`config.mk`:
```
export PLATFORM = sky130hd
export DESIGN_NAME = lcd_nibble_command_sequencer
export DESIGN_NICKNAME = d
export VERILOG_FILES = /design/src/hw/rtl/lcdns_pkg.sv /design/src/hw/rtl/lcdns_front.sv /design/src/hw/rtl/lcdns_queue.sv /design/src/hw/rtl/lcdns_back.sv /design/src/hw/rtl/lcd_nibble_command_sequencer.sv
export SDC_FILE = /design/constraint.sdc
export NUM_CORES = 1
export LEC_CHECK = 0
export ABC_CLOCK_PERIOD_IN_PS = 18200
export BUFFER_PORTS_ARGS = -buffer_cell sky130_fd_sc_hd__clkbuf_2
export CORE_ASPECT_RATIO = 0.7
export CORE_MARGIN = 10
export CORE_UTILIZATION = 46
export DETAILED_ROUTE_END_ITERATION = 10
export PLACE_DENSITY = 0.69
export SYNTH_ARGS = -nofsm -noshare
export SYNTH_HDL_FRONTEND = slang
export SYNTH_HIERARCHICAL = 1
export SYNTH_SLANG_ARGS = --single-unit
```
`constraint.sdc`:
```
create_clock -name clk -period 18.2 [get_ports clk]
set_input_delay 2.73 -clock clk [delete_from_list [all_inputs] [get_ports clk]]
set_output_delay 2.73 -clock clk [all_outputs]
set_load 0.03 [all_outputs]
```
`src/hw/rtl/lcdns_pkg.sv`:
```
`timescale 1ns / 1ps
`default_nettype none
// ----------------------------------------------------------------------------
// lcdns_pkg: shared types and constants
// Request, strobe and queue entry formats and the command codes used by the
// 4-bit character LCD command sequencer.
// ----------------------------------------------------------------------------
package lcdns_pkg;

  // Request codes
  localparam logic [1:0] FUNC_INIT  = 2'd0;
  localparam logic [1:0] FUNC_WRITE = 2'd1;
  localparam logic [1:0] FUNC_GOTO  = 2'd2;
  localparam logic [1:0] FUNC_GLYPH = 2'd3;

  // Register indexes of the configuration port
  localparam logic [1:0] REG_FUNCTION_SET    = 2'd0;
  localparam logic [1:0] REG_DISPLAY_CONTROL = 2'd1;
  localparam logic [1:0] REG_CLEAR           = 2'd2;
  localparam logic [1:0] REG_ENTRY_MODE      = 2'd3;

  localparam logic [7:0] RST_FUNCTION_SET    = 8'h28;
  localparam logic [7:0] RST_DISPLAY_CONTROL = 8'h0C;
  localparam logic [7:0] RST_CLEAR           = 8'h01;
  localparam logic [7:0] RST_ENTRY_MODE      = 8'h06;

  // Command byte pieces
  localparam logic [7:0] CMD_SET_DDRAM  = 8'h80;
  localparam logic [7:0] CMD_SET_CGRAM  = 8'h40;
  localparam logic [7:0] ROW_TWO_BASE   = 8'h40;
  localparam logic [7:0] CGRAM_SLOT_MSK = 8'h38;
  localparam logic [1:0] ROW_FIRST      = 2'd1;

  // Init timing and wake-up nibbles
  localparam logic [3:0] WAKE_NIBBLE     = 4'h3;
  localparam logic [3:0] FOURBIT_NIBBLE  = 4'h2;
  localparam logic [3:0] POWERUP_WAIT_MS = 4'd15;
  localparam logic [2:0] INIT_WAIT_MS    = 3'd5;
  localparam logic [2:0] TAIL_WAIT_MS    = 3'd6;

  // Last step index per request kind (strobe count minus one), and the wake-up strobe count
  localparam int STEP_W = 5;
  localparam logic [STEP_W-1:0] INIT_LAST_STEP  = 5'd11;
  localparam logic [STEP_W-1:0] BYTE_LAST_STEP  = 5'd1;
  localparam logic [STEP_W-1:0] GLYPH_LAST_STEP = 5'd17;
  localparam logic [STEP_W-1:0] WAKE_STEPS      = 5'd4;

  localparam int QUEUE_DEPTH = 2;
  localparam int QPTR_W      = $clog2(QUEUE_DEPTH);
  localparam int QCNT_W      = $clog2(QUEUE_DEPTH + 1);

  typedef struct packed {
    logic [1:0]  func;
    logic        register_select;
    logic [7:0]  data_byte;
    logic [7:0]  column;
    logic [1:0]  row;
    logic [2:0]  char_slot;
    logic [63:0] glyph_rows;
  } in_item_t;

  typedef struct packed {
    logic       reg_select_out;
    logic [3:0] nibble;
    logic [3:0] wait_before_ms;
    logic [2:0] wait_after_ms;
    logic       last;
  } out_item_t;

  typedef enum logic [1:0] {
    KIND_INIT,
    KIND_BYTE,
    KIND_GLYPH
  } kind_t;

  // One classified request waiting for the strobe sequencer
  typedef struct packed {
    kind_t       kind;
    logic        rs;
    logic [7:0]  first_byte;
    logic [63:0] rows;
  } cmd_desc_t;

  typedef struct packed {
    logic [7:0] function_set;
    logic [7:0] display_control;
    logic [7:0] clear;
    logic [7:0] entry_mode;
  } cfg_words_t;

endpackage

`default_nettype wire

```
`src/hw/rtl/lcdns_front.sv`:
```
`timescale 1ns / 1ps
`default_nettype none
// ----------------------------------------------------------------------------
// lcdns_front: request classifier
// Turns an accepted request into a queue entry: request kind, register
// select level and the first command or data byte.
// ----------------------------------------------------------------------------
module lcdns_front (
  input  lcdns_pkg::in_item_t  req,
  output lcdns_pkg::cmd_desc_t desc
);
  import lcdns_pkg::*;

  logic [7:0] row_base;
  logic [7:0] ddram_addr;

  assign row_base   = (req.row != ROW_FIRST) ? ROW_TWO_BASE : 8'h00;
  // wraps modulo 256, column zero lands on the previous line end
  assign ddram_addr = row_base + req.column - 8'd1;

  always_comb begin
    desc.rows = req.glyph_rows;
    unique case (req.func)
      FUNC_INIT: begin
        desc.kind       = KIND_INIT;
        desc.rs         = 1'b0;
        desc.first_byte = 8'h00;
      end
      FUNC_WRITE: begin
        desc.kind       = KIND_BYTE;
        desc.rs         = req.register_select;
        desc.first_byte = req.data_byte;
      end
      FUNC_GOTO: begin
        desc.kind       = KIND_BYTE;
        desc.rs         = 1'b0;
        desc.first_byte = CMD_SET_DDRAM | ddram_addr;
      end
      default: begin
        desc.kind       = KIND_GLYPH;
        desc.rs         = 1'b0;
        desc.first_byte = CMD_SET_CGRAM | ({2'b00, req.char_slot, 3'b000} & CGRAM_SLOT_MSK);
      end
    endcase
  end

endmodule

`default_nettype wire

```
`src/hw/rtl/lcdns_queue.sv`:
```
`timescale 1ns / 1ps
`default_nettype none
// ----------------------------------------------------------------------------
// lcdns_queue: request queue
// Short first-in first-out buffer of classified requests between the
// classifier and the strobe sequencer.
// ----------------------------------------------------------------------------
module lcdns_queue (
  input  logic                 clk,
  input  logic                 rst_n,
  input  logic                 push,
  input  lcdns_pkg::cmd_desc_t push_data,
  output logic                 full,
  input  logic                 pop,
  output logic                 head_valid,
  output lcdns_pkg::cmd_desc_t head_data
);
  import lcdns_pkg::*;

  cmd_desc_t         entry_r [QUEUE_DEPTH];
  logic [QPTR_W-1:0] wr_ptr_r;
  logic [QPTR_W-1:0] rd_ptr_r;
  logic [QCNT_W-1:0] count_r;
  logic              do_push;
  logic              do_pop;

  assign full       = (count_r == QCNT_W'(QUEUE_DEPTH));
  assign head_valid = (count_r != '0);
  assign head_data  = entry_r[rd_ptr_r];
  assign do_push    = push && !full;
  assign do_pop     = pop && head_valid;

  always_ff @(posedge clk) begin
    if (!rst_n) begin
      wr_ptr_r <= '0;
      rd_ptr_r <= '0;
      count_r  <= '0;
    end else begin
      if (do_push) begin
        entry_r[wr_ptr_r] <= push_data;
        wr_ptr_r          <= (wr_ptr_r == QPTR_W'(QUEUE_DEPTH - 1)) ? '0 : wr_ptr_r + 1'b1;
      end
      if (do_pop) begin
        rd_ptr_r <= (rd_ptr_r == QPTR_W'(QUEUE_DEPTH - 1)) ? '0 : rd_ptr_r + 1'b1;
      end
      if (do_push && !do_pop) begin
        count_r <= count_r + 1'b1;
      end else if (do_pop && !do_push) begin
        count_r <= count_r - 1'b1;
      end
    end
  end

endmodule

`default_nettype wire

```
`src/hw/rtl/lcdns_back.sv`:
```
`timescale 1ns / 1ps
`default_nettype none
// ----------------------------------------------------------------------------
// lcdns_back: strobe sequencer
// Steps through the strobes of the request at the queue head, one strobe per
// transfer slot, into a registered output stage.
// ----------------------------------------------------------------------------
module lcdns_back (
  input  logic                  clk,
  input  logic                  rst_n,
  input  lcdns_pkg::cfg_words_t cfg,
  input  logic                  head_valid,
  input  lcdns_pkg::cmd_desc_t  head_data,
  output logic                  pop,
  output logic                  out_valid,
  input  logic                  out_stall,
  output lcdns_pkg::out_item_t  out_data
);
  import lcdns_pkg::*;

  logic [STEP_W-1:0] step_r;
  logic              out_valid_r;
  out_item_t         out_data_r;
  out_item_t         strobe;
  logic              advance;
  logic [STEP_W-1:0] init_idx;
  logic [7:0]        init_word;
  logic [3:0]        byte_idx;
  logic [2:0]        row_sel;
  logic [7:0]        glyph_byte;
  logic [7:0]        cur_byte;

  assign advance   = head_valid && (!out_valid_r || !out_stall);
  assign pop       = advance && strobe.last;
  assign out_valid = out_valid_r;
  assign out_data  = out_data_r;

  // command bytes of init follow the four wake-up nibbles
  assign init_idx = step_r - WAKE_STEPS;
  always_comb begin
    case (init_idx[2:1])
      REG_FUNCTION_SET:    init_word = cfg.function_set;
      REG_DISPLAY_CONTROL: init_word = cfg.display_control;
      REG_CLEAR:           init_word = cfg.clear;
      default:             init_word = cfg.entry_mode;
    endcase
  end

  // glyph load: byte 0 is the CGRAM address, bytes 1..8 are pattern rows
  assign byte_idx   = step_r[STEP_W-1:1];
  assign row_sel    = byte_idx[2:0] - 3'd1;
  assign glyph_byte = head_data.rows[{row_sel, 3'b000} +: 8];

  always_comb begin
    strobe                = '0;
    cur_byte              = head_data.first_byte;
    unique case (head_data.kind)
      KIND_INIT: begin
        strobe.last = (step_r == INIT_LAST_STEP);
        if (step_r < WAKE_STEPS) begin
          strobe.nibble         = (step_r == WAKE_STEPS - 1'b1) ? FOURBIT_NIBBLE : WAKE_NIBBLE;
          strobe.wait_before_ms = (step_r == '0) ? POWERUP_WAIT_MS : 4'd0;
          strobe.wait_after_ms  = INIT_WAIT_MS;
        end else begin
          cur_byte      = init_word;
          strobe.nibble = init_idx[0] ? init_word[3:0] : init_word[7:4];
          if (init_idx[0]) begin
            strobe.wait_after_ms = strobe.last ? TAIL_WAIT_MS : INIT_WAIT_MS;
          end
        end
      end
      KIND_BYTE: begin
        strobe.last           = (step_r == BYTE_LAST_STEP);
        strobe.reg_select_out = head_data.rs;
        strobe.nibble         = step_r[0] ? cur_byte[3:0] : cur_byte[7:4];
      end
      KIND_GLYPH: begin
        strobe.last = (step_r == GLYPH_LAST_STEP);
        if (byte_idx != 4'd0) begin
          cur_byte              = glyph_byte;
          strobe.reg_select_out = 1'b1;
        end
        strobe.nibble = step_r[0] ? cur_byte[3:0] : cur_byte[7:4];
      end
      default: begin
        strobe.last = 1'b1;
      end
    endcase
  end

  always_ff @(posedge clk) begin
    if (!rst_n) begin
      step_r      <= '0;
      out_valid_r <= 1'b0;
    end else begin
      if (out_valid_r && !out_stall) begin
        out_valid_r <= 1'b0;
      end
      if (advance) begin
        out_valid_r <= 1'b1;
        out_data_r  <= strobe;
        step_r      <= strobe.last ? '0 : step_r + 1'b1;
      end
    end
  end

endmodule

`default_nettype wire

```
`src/hw/rtl/lcd_nibble_command_sequencer.sv`:
```
`timescale 1ns / 1ps
`default_nettype none
// ----------------------------------------------------------------------------
// lcd_nibble_command_sequencer: 4-bit character LCD command sequencer
// Expands init, byte write, cursor goto and glyph load requests into
// enable strobes with register select, nibble and millisecond waits.
// ----------------------------------------------------------------------------
// Each accepted request becomes a run of strobe transfers on the out_ channel:
// init gives 12 (wake-up nibbles 3, 3, 3, 2, then the four configured command
// bytes), byte write and cursor goto give 2, glyph load gives 18. The strobe
// sequencer emits at most one strobe per cycle, fewer while the receiver
// stalls on the out_ channel. A two-entry request queue sits between the
// classifier and the sequencer, and the request being played out keeps its
// entry until its final strobe enters the output stage, so in_stall rises
// as soon as one request is waiting behind the one being played out. Waits
// are reported, not timed: the receiver inserts them. The four init command
// bytes sit in APB registers at byte addresses 0, 4, 8 and 12; change them
// only while no request is in flight.
// ----------------------------------------------------------------------------
module lcd_nibble_command_sequencer (
  input  logic                 clk,
  input  logic                 rst_n,
  // request channel
  input  logic                 in_valid,
  output logic                 in_stall,
  input  lcdns_pkg::in_item_t  in_data,
  // strobe channel
  output logic                 out_valid,
  input  logic                 out_stall,
  output lcdns_pkg::out_item_t out_data,
  // configuration port
  input  logic                 psel,
  input  logic                 penable,
  input  logic                 pwrite,
  input  logic [3:0]           paddr,
  input  logic [31:0]          pwdata,
  output logic [31:0]          prdata,
  output logic                 pready
);
  import lcdns_pkg::*;

  cfg_words_t cfg_r;
  cmd_desc_t  front_desc;
  cmd_desc_t  head_desc;
  logic       q_full;
  logic       head_valid;
  logic       head_pop;
  logic       cfg_write;

  // Register file: no wait states, written in the access phase
  assign pready    = 1'b1;
  assign cfg_write = psel && penable && pwrite;

  always_ff @(posedge clk) begin
    if (!rst_n) begin
      cfg_r.function_set    <= RST_FUNCTION_SET;
      cfg_r.display_control <= RST_DISPLAY_CONTROL;
      cfg_r.clear           <= RST_CLEAR;
      cfg_r.entry_mode      <= RST_ENTRY_MODE;
    end else if (cfg_write) begin
      unique case (paddr[3:2])
        REG_FUNCTION_SET:    cfg_r.function_set    <= pwdata[7:0];
        REG_DISPLAY_CONTROL: cfg_r.display_control <= pwdata[7:0];
        REG_CLEAR:           cfg_r.clear           <= pwdata[7:0];
        REG_ENTRY_MODE:      cfg_r.entry_mode      <= pwdata[7:0];
        default:             ;
      endcase
    end
  end

  always_comb begin
    unique case (paddr[3:2])
      REG_FUNCTION_SET:    prdata = {24'h0, cfg_r.function_set};
      REG_DISPLAY_CONTROL: prdata = {24'h0, cfg_r.display_control};
      REG_CLEAR:           prdata = {24'h0, cfg_r.clear};
      REG_ENTRY_MODE:      prdata = {24'h0, cfg_r.entry_mode};
      default:             prdata = 32'h0;
    endcase
  end

  // Hold off requests while the queue is full
  assign in_stall = q_full;

  lcdns_front u_front (
    .req  (in_data),
    .desc (front_desc)
  );

  lcdns_queue u_queue (
    .clk        (clk),
    .rst_n      (rst_n),
    .push       (in_valid),
    .push_data  (front_desc),
    .full       (q_full),
    .pop        (head_pop),
    .head_valid (head_valid),
    .head_data  (head_desc)
  );

  // Drop the queue head once its final strobe enters the output stage
  lcdns_back u_back (
    .clk        (clk),
    .rst_n      (rst_n),
    .cfg        (cfg_r),
    .head_valid (head_valid),
    .head_data  (head_desc),
    .pop        (head_pop),
    .out_valid  (out_valid),
    .out_stall  (out_stall),
    .out_data   (out_data)
  );

endmodule

`default_nettype wire

```
# Word-level counts from Yosys, hierarchy flattened
# Memory sizes are Yosys's and may differ from the RTL's. A register that Yosys moved wholly into a read port is not among the register bits.
# Index checks and enable logic that the tools add are counted.
word_totals:
  ff_bits: 55
  latchBits: 0
  ramBits: 150
  rom_bits: 0
  in_bits: 131
  output_inout_bits: 48
  word_cells: 105
  n_memories: 1
memory_table:
  columns: ["name", "words", "word_bits", "read_ports", "rd_clocked_by_memory_dff", "write_ports", "line_no", "text"]
  rows:
  - ["u_queue.entry_r", 2, 75, 1, 1, 1, "lcdns_queue.sv:20", "cmd_desc_t entry_r [QUEUE_DEPTH];"]
op_classes:
  add_sub_neg: 9
  mul: 0
  n_div: 0
  order_cmp: 1
  eq_ne: 15
  shift: 1
  n_mux: 30
  bitwise: 2
  n_reduce_logical: 31
ops:
  columns: ["cell", "n"]
  rows:
  - ["32-bit case mux with 4 select lines", 1]
  - ["64-bit by 7-bit variable part select with 8-bit output", 1]
  - ["11-bit case mux with 3 select lines", 1]
  - ["8-bit case mux with 3 select lines", 1]
  - ["4-bit 2-to-1 mux", 5]
  - ["2-bit == test (second input constant)", 6]
  - ["4-bit case mux with 3 select lines", 1]
  - ["2-bit AND reduction", 6]
  - ["1-bit 2-to-1 mux", 11]
  - ["1-bit logical AND", 9]
  - ["2-bit by 1-bit == test with 1-bit output (second input constant)", 4]
  - ["2-bit zero test", 4]
  - ["8-bit 2-to-1 mux", 1]
  - ["7-bit adder", 1]
  - ["7-bit 2-to-1 mux", 1]
  - ["7-bit by 1-bit subtractor with 7-bit output (second input constant)", 1]
  - ["2-bit 2-to-1 mux", 3]
  - ["3-bit 2-to-1 mux", 2]
  - ["2-bit nonzero test", 3]
  - ["5-bit by 1-bit adder with 5-bit output (second input constant)", 1]
  - ["5-bit by 1-bit == test with 1-bit output (second input constant)", 1]
  - ["5-bit by 2-bit == test with 1-bit output (second input constant)", 1]
  - ["5-bit by 4-bit == test with 1-bit output (second input constant)", 1]
  - ["5-bit == test (second input constant)", 1]
  - ["16 further kinds", 22]

# Logic depth before layout (Yosys ltp)
logic_depth:
  word_depth: 8
  ltp_mapped: 12
  mapped_depth_nobuf: 11

# Modules after synthesis
# The synthesis kept the hierarchy.
modules_own_cells:
  columns: ["module", "instances", "cells_per_inst", "area_each_um2"]
  rows:
  - ["lcdns_queue", 1, 258, 5657.9]
  - ["lcdns_back", 1, 173, 1796.7]
  - ["lcd_nibble_command_sequencer", 1, 163, 1651.6]
  - ["lcdns_front", 1, 125, 892.1]

# Least setup slack after synthesis
# Ideal clock, no wire load.
synth_timing:
  kind: "input -> register"
  from: "input in_valid"
  to: "memory u_queue/entry_r[0][0] in the netlist's numbering, enable pin"
  t_arrival_ns: 10.522
  required_time_ns: 17.481
  slack_ns: 6.958
  stages: 2
  path_buffers: 0
  path_cell_list: "inv_2 > nor4b_1"
synth_via:
  elab_chain_cells: 4
synth_lines:
  columns: ["item", "line_no", "text"]
  rows:
  - ["from (decl)", "lcd_nibble_command_sequencer.sv:24", "input logic in_valid,"]
  - ["1-bit logical AND", "lcdns_queue.sv:30", "assign do_push = push && !full;"]
  - ["1-bit 2-to-1 mux", "lcdns_queue.sv:39", "if (do_push) begin"]
  - ["1-bit 2-to-1 mux", "lcdns_queue.sv:34", "if (!rst_n) begin"]
  - ["1-bit 2-to-1 mux (not written as such)", "lcdns_queue.sv:40", "entry_r[wr_ptr_r] <= push_data;"]
  - ["to (decl)", "lcdns_queue.sv:20", null]
# No other way between the ends.

# Worst setup path after layout
layout_timing:
  from: "input paddr[3]"
  to: "output prdata[5]"
layout_via:
  elab_chain_cells: 2
layout_lines:
  columns: ["item", "line_no", "text"]
  rows:
  - ["from (decl)", "lcd_nibble_command_sequencer.sv:35", "input logic [3:0] paddr,"]
  - ["2-bit == test, or another cell as far along", "lcd_nibble_command_sequencer.sv:72", "unique case (paddr[3:2])"]
  - ["32-bit case mux with 4 select lines (*)", "lcd_nibble_command_sequencer.sv:72", null]
  - ["to (decl)", "lcd_nibble_command_sequencer.sv:37", "output logic [31:0] prdata,"]
# Every way passes the cells marked *; elsewhere a longest branch is shown, timed or not. The select of a mux whose other input is x is not followed.

==> impl_metrics.tcl <==
set metrics [dict create \
    peakVddDrop_uv 74.1 \
    yosysUniqueCellTypes 67 \
    fin_ws_ps 11550 \
    hp-class "reg2reg" \
    io_buffers 126 \
    drive_gt1_share_pct 25.9 \
    async_reset_ff_share_pct 0 \
    initial_core_util_pct 46.5 \
    critPathRequiredTime_ps 15470 \
    relSlewSlack_pct 25.7 \
    grt_pass1_vias 5673 \
    grt_use_total_pct 14.3 \
    area_growth_pct 8.41 \
    ys_seq_area_share_pct 56.7 \
    cts_sinks 203 \
    fp.coreArea_mm2 0.0215 \
    post-route-util_pct 50.4 \
    use_met2_pct 20.0 \
    grt_first_pass_wirelength_um 31900 \
    dieHeight_um 143 \
    nets 924 \
    ios 179 \
    clk_path_buf_depth 3 \
    gp_congestion 0.806 \
    fin_crit_ps 6650 \
    critPathArrivalTime_ps 3920 \
    final_cells 1065 \
    yosys_warnings 6 \
    whs_ps 475 \
    top_usage_layer "met1" \
    clock_latency_ps 480 \
    routed_wl_um 20400 \
    synth_area_mm2 0.0100 \
    overflow 0 \
    drt-wirelength-per-cell_um 19.2 \
    cts_tree "yes" \
    cap_violations 0 \
    ctsHoldBuffers 0 \
    critical_path_class "in2out" \
    worstSetupStartpoint "paddr[3]" \
    powerDensity_mw_per_mm2 112 \
    drv_slew 0 \
    min-delay-start "cfg_r[14]" \
    crit_path_end_kind "primary output" \
    skew_ps 8.77 \
    vias 5519 \
    antenna_left 0 \
    drt-initial-drc-count 344 \
    design.die.area_mm2 0.0281 \
    clkTransAtPathRegs_ps 60 \
    cp_max_fo 15 \
    cts_buffers 21 \
    dp_slack_ps 11540 \
    critPathLaunchType "primary input" \
    diodes 0 \
    timing.final.crit_share_pct 36.5 \
    synth_top_area_share_pct 48.1 \
    die_w_um 196 \
    fmax_mhz 150 \
    power_leakage_nw 4.02 \
    vias_per_cell 5.18 \
    final-hold-violation-count 0 \
    layout_commonest_cell "edfxtp_1" \
    dp_hpwl_um 14100 \
    grt_max_degree 76 \
    final_cell_mix "edfxtp_1 (160), clkbuf_2 (126), mux2_1 (75)" \
    cts_resized 0 \
    grt_util_met1_pct 21.8 \
    power_mw 1.22 \
    ys.flop_type "edfxtp_1" \
    synthCells 719 \
    synth_edf_count 160 \
    status "completed" \
    cts-htree-levels 1 \
    synth_seq_cells 203 \
    fin_area_mm2 0.0108 \
    drcViolationCount 0 \
    met3_usage_pct 3.45 \
    synthTopCellsByArea "edfxtp_1 (48%), dfxtp_1 (8.6%), mux2_1 (8.4%), buf_4 (7.1%), mux4_2 (5.4%)" \
    worstMarginPinSlew_ps 1120 \
    placed_area_mm2 0.0102 \
    cts_root_buffer "clkbuf_16" \
    drt-pass1-iter-count 5 \
    rsz0062_at_grt "false" \
    antenna_found_initial 0 \
    setup_viol 0 \
    syn_avg_cell_area_um2 13.9 \
    post-cts-setup-buffer-count 0 \
    dp.cells 1030 \
    synth_area_leader_cell "edfxtp_1" \
    std_cell_rows 45 \
    timing.setup.tns_ps 0 \
]
-- cells by family (layout without fill, tap and decap cells) --
logic type	count (synthesis)	after routing	share of synthesized area (%)
simple gates	133	133	7.25
xor+xnor	15	15	1.31
flops	203	203	56.7
other cells	2	25	0.0751
buf+inv	145	186	9.89
mux	135	135	17.5
compound gates	64	64	4.52
fa+ha+maj	22	22	2.83
-- path summary, 6_finish.rpt --
check / end / slack (ps) / cells past startpoint
min reg2reg: cfg_r[14] / 480 / 2
min: cfg_r[14] / 480 / 2
max reg2reg: u_queue/count_r[1] / 14530 / 11
max: prdata[5] / 11550 / 3
-- worst max-delay path, stage by stage --
cell,delay [ps]
clkbuf_2,390
mux4_2,590
clkbuf_2,200
-- registers in the layout, summed over array words and instances (netlist names), named ones only --
register          flops
u_queue/rd_ptr_r      1
u_queue/count_r       2
u_back/out_valid      1
u_back/step_r         5
u_queue/wr_ptr_r      1
u_back/out_data      10
u_queue/entry_r     150
cfg_r                32
-- synth_stat cells, types with 9 or more instances --
| cell | number |
|---|---|
| nor2_1 | 13 |
| buf_6 | 10 |
| mux2i_1 | 35 |
| buf_4 | 95 |
| nor2b_1 | 11 |
| xnor2_1 | 9 |
| a21oi_1 | 13 |
| mux4_2 | 24 |
| nand3_1 | 9 |
| ha_1 | 21 |
| o21ai_0 | 9 |
| edfxtp_1 | 160 |
| buf_2 | 10 |
| mux2_1 | 75 |
| clkbuf_1 | 10 |
| nand2_1 | 52 |
| inv_1 | 18 |
| dfxtp_1 | 43 |
-- report_power, final --
group	internal [mW]	leakage [nW]	switching (mW)
combinational	0.100	1.89	0.160
clock	0.233	0.308	0.164
sequential	0.548	1.82	0.0125
-- routing by layer --
metal  part of all wire (%)  vias to the layer above
met1                     50                     2669
li1                       -                     2645
met4                    1.7                        0
met2                     42                      177
met5                      0                        -
met3                    6.5                       28
-- final cells by class --
| type | count | area [um^2] |
|---|---|---|
| clock inverters | 7 | 60.1 |
| clock buffers | 28 | 572 |
| multi-input cells | 394 | 3440 |
| inverters | 20 | 75.1 |
| repair buffers | 131 | 668 |
| well taps | 282 | 353 |
| fillers | 1877 | 10700 |
| flip-flops and latches | 203 | 5670 |
(Power assumes the default switching activity.)
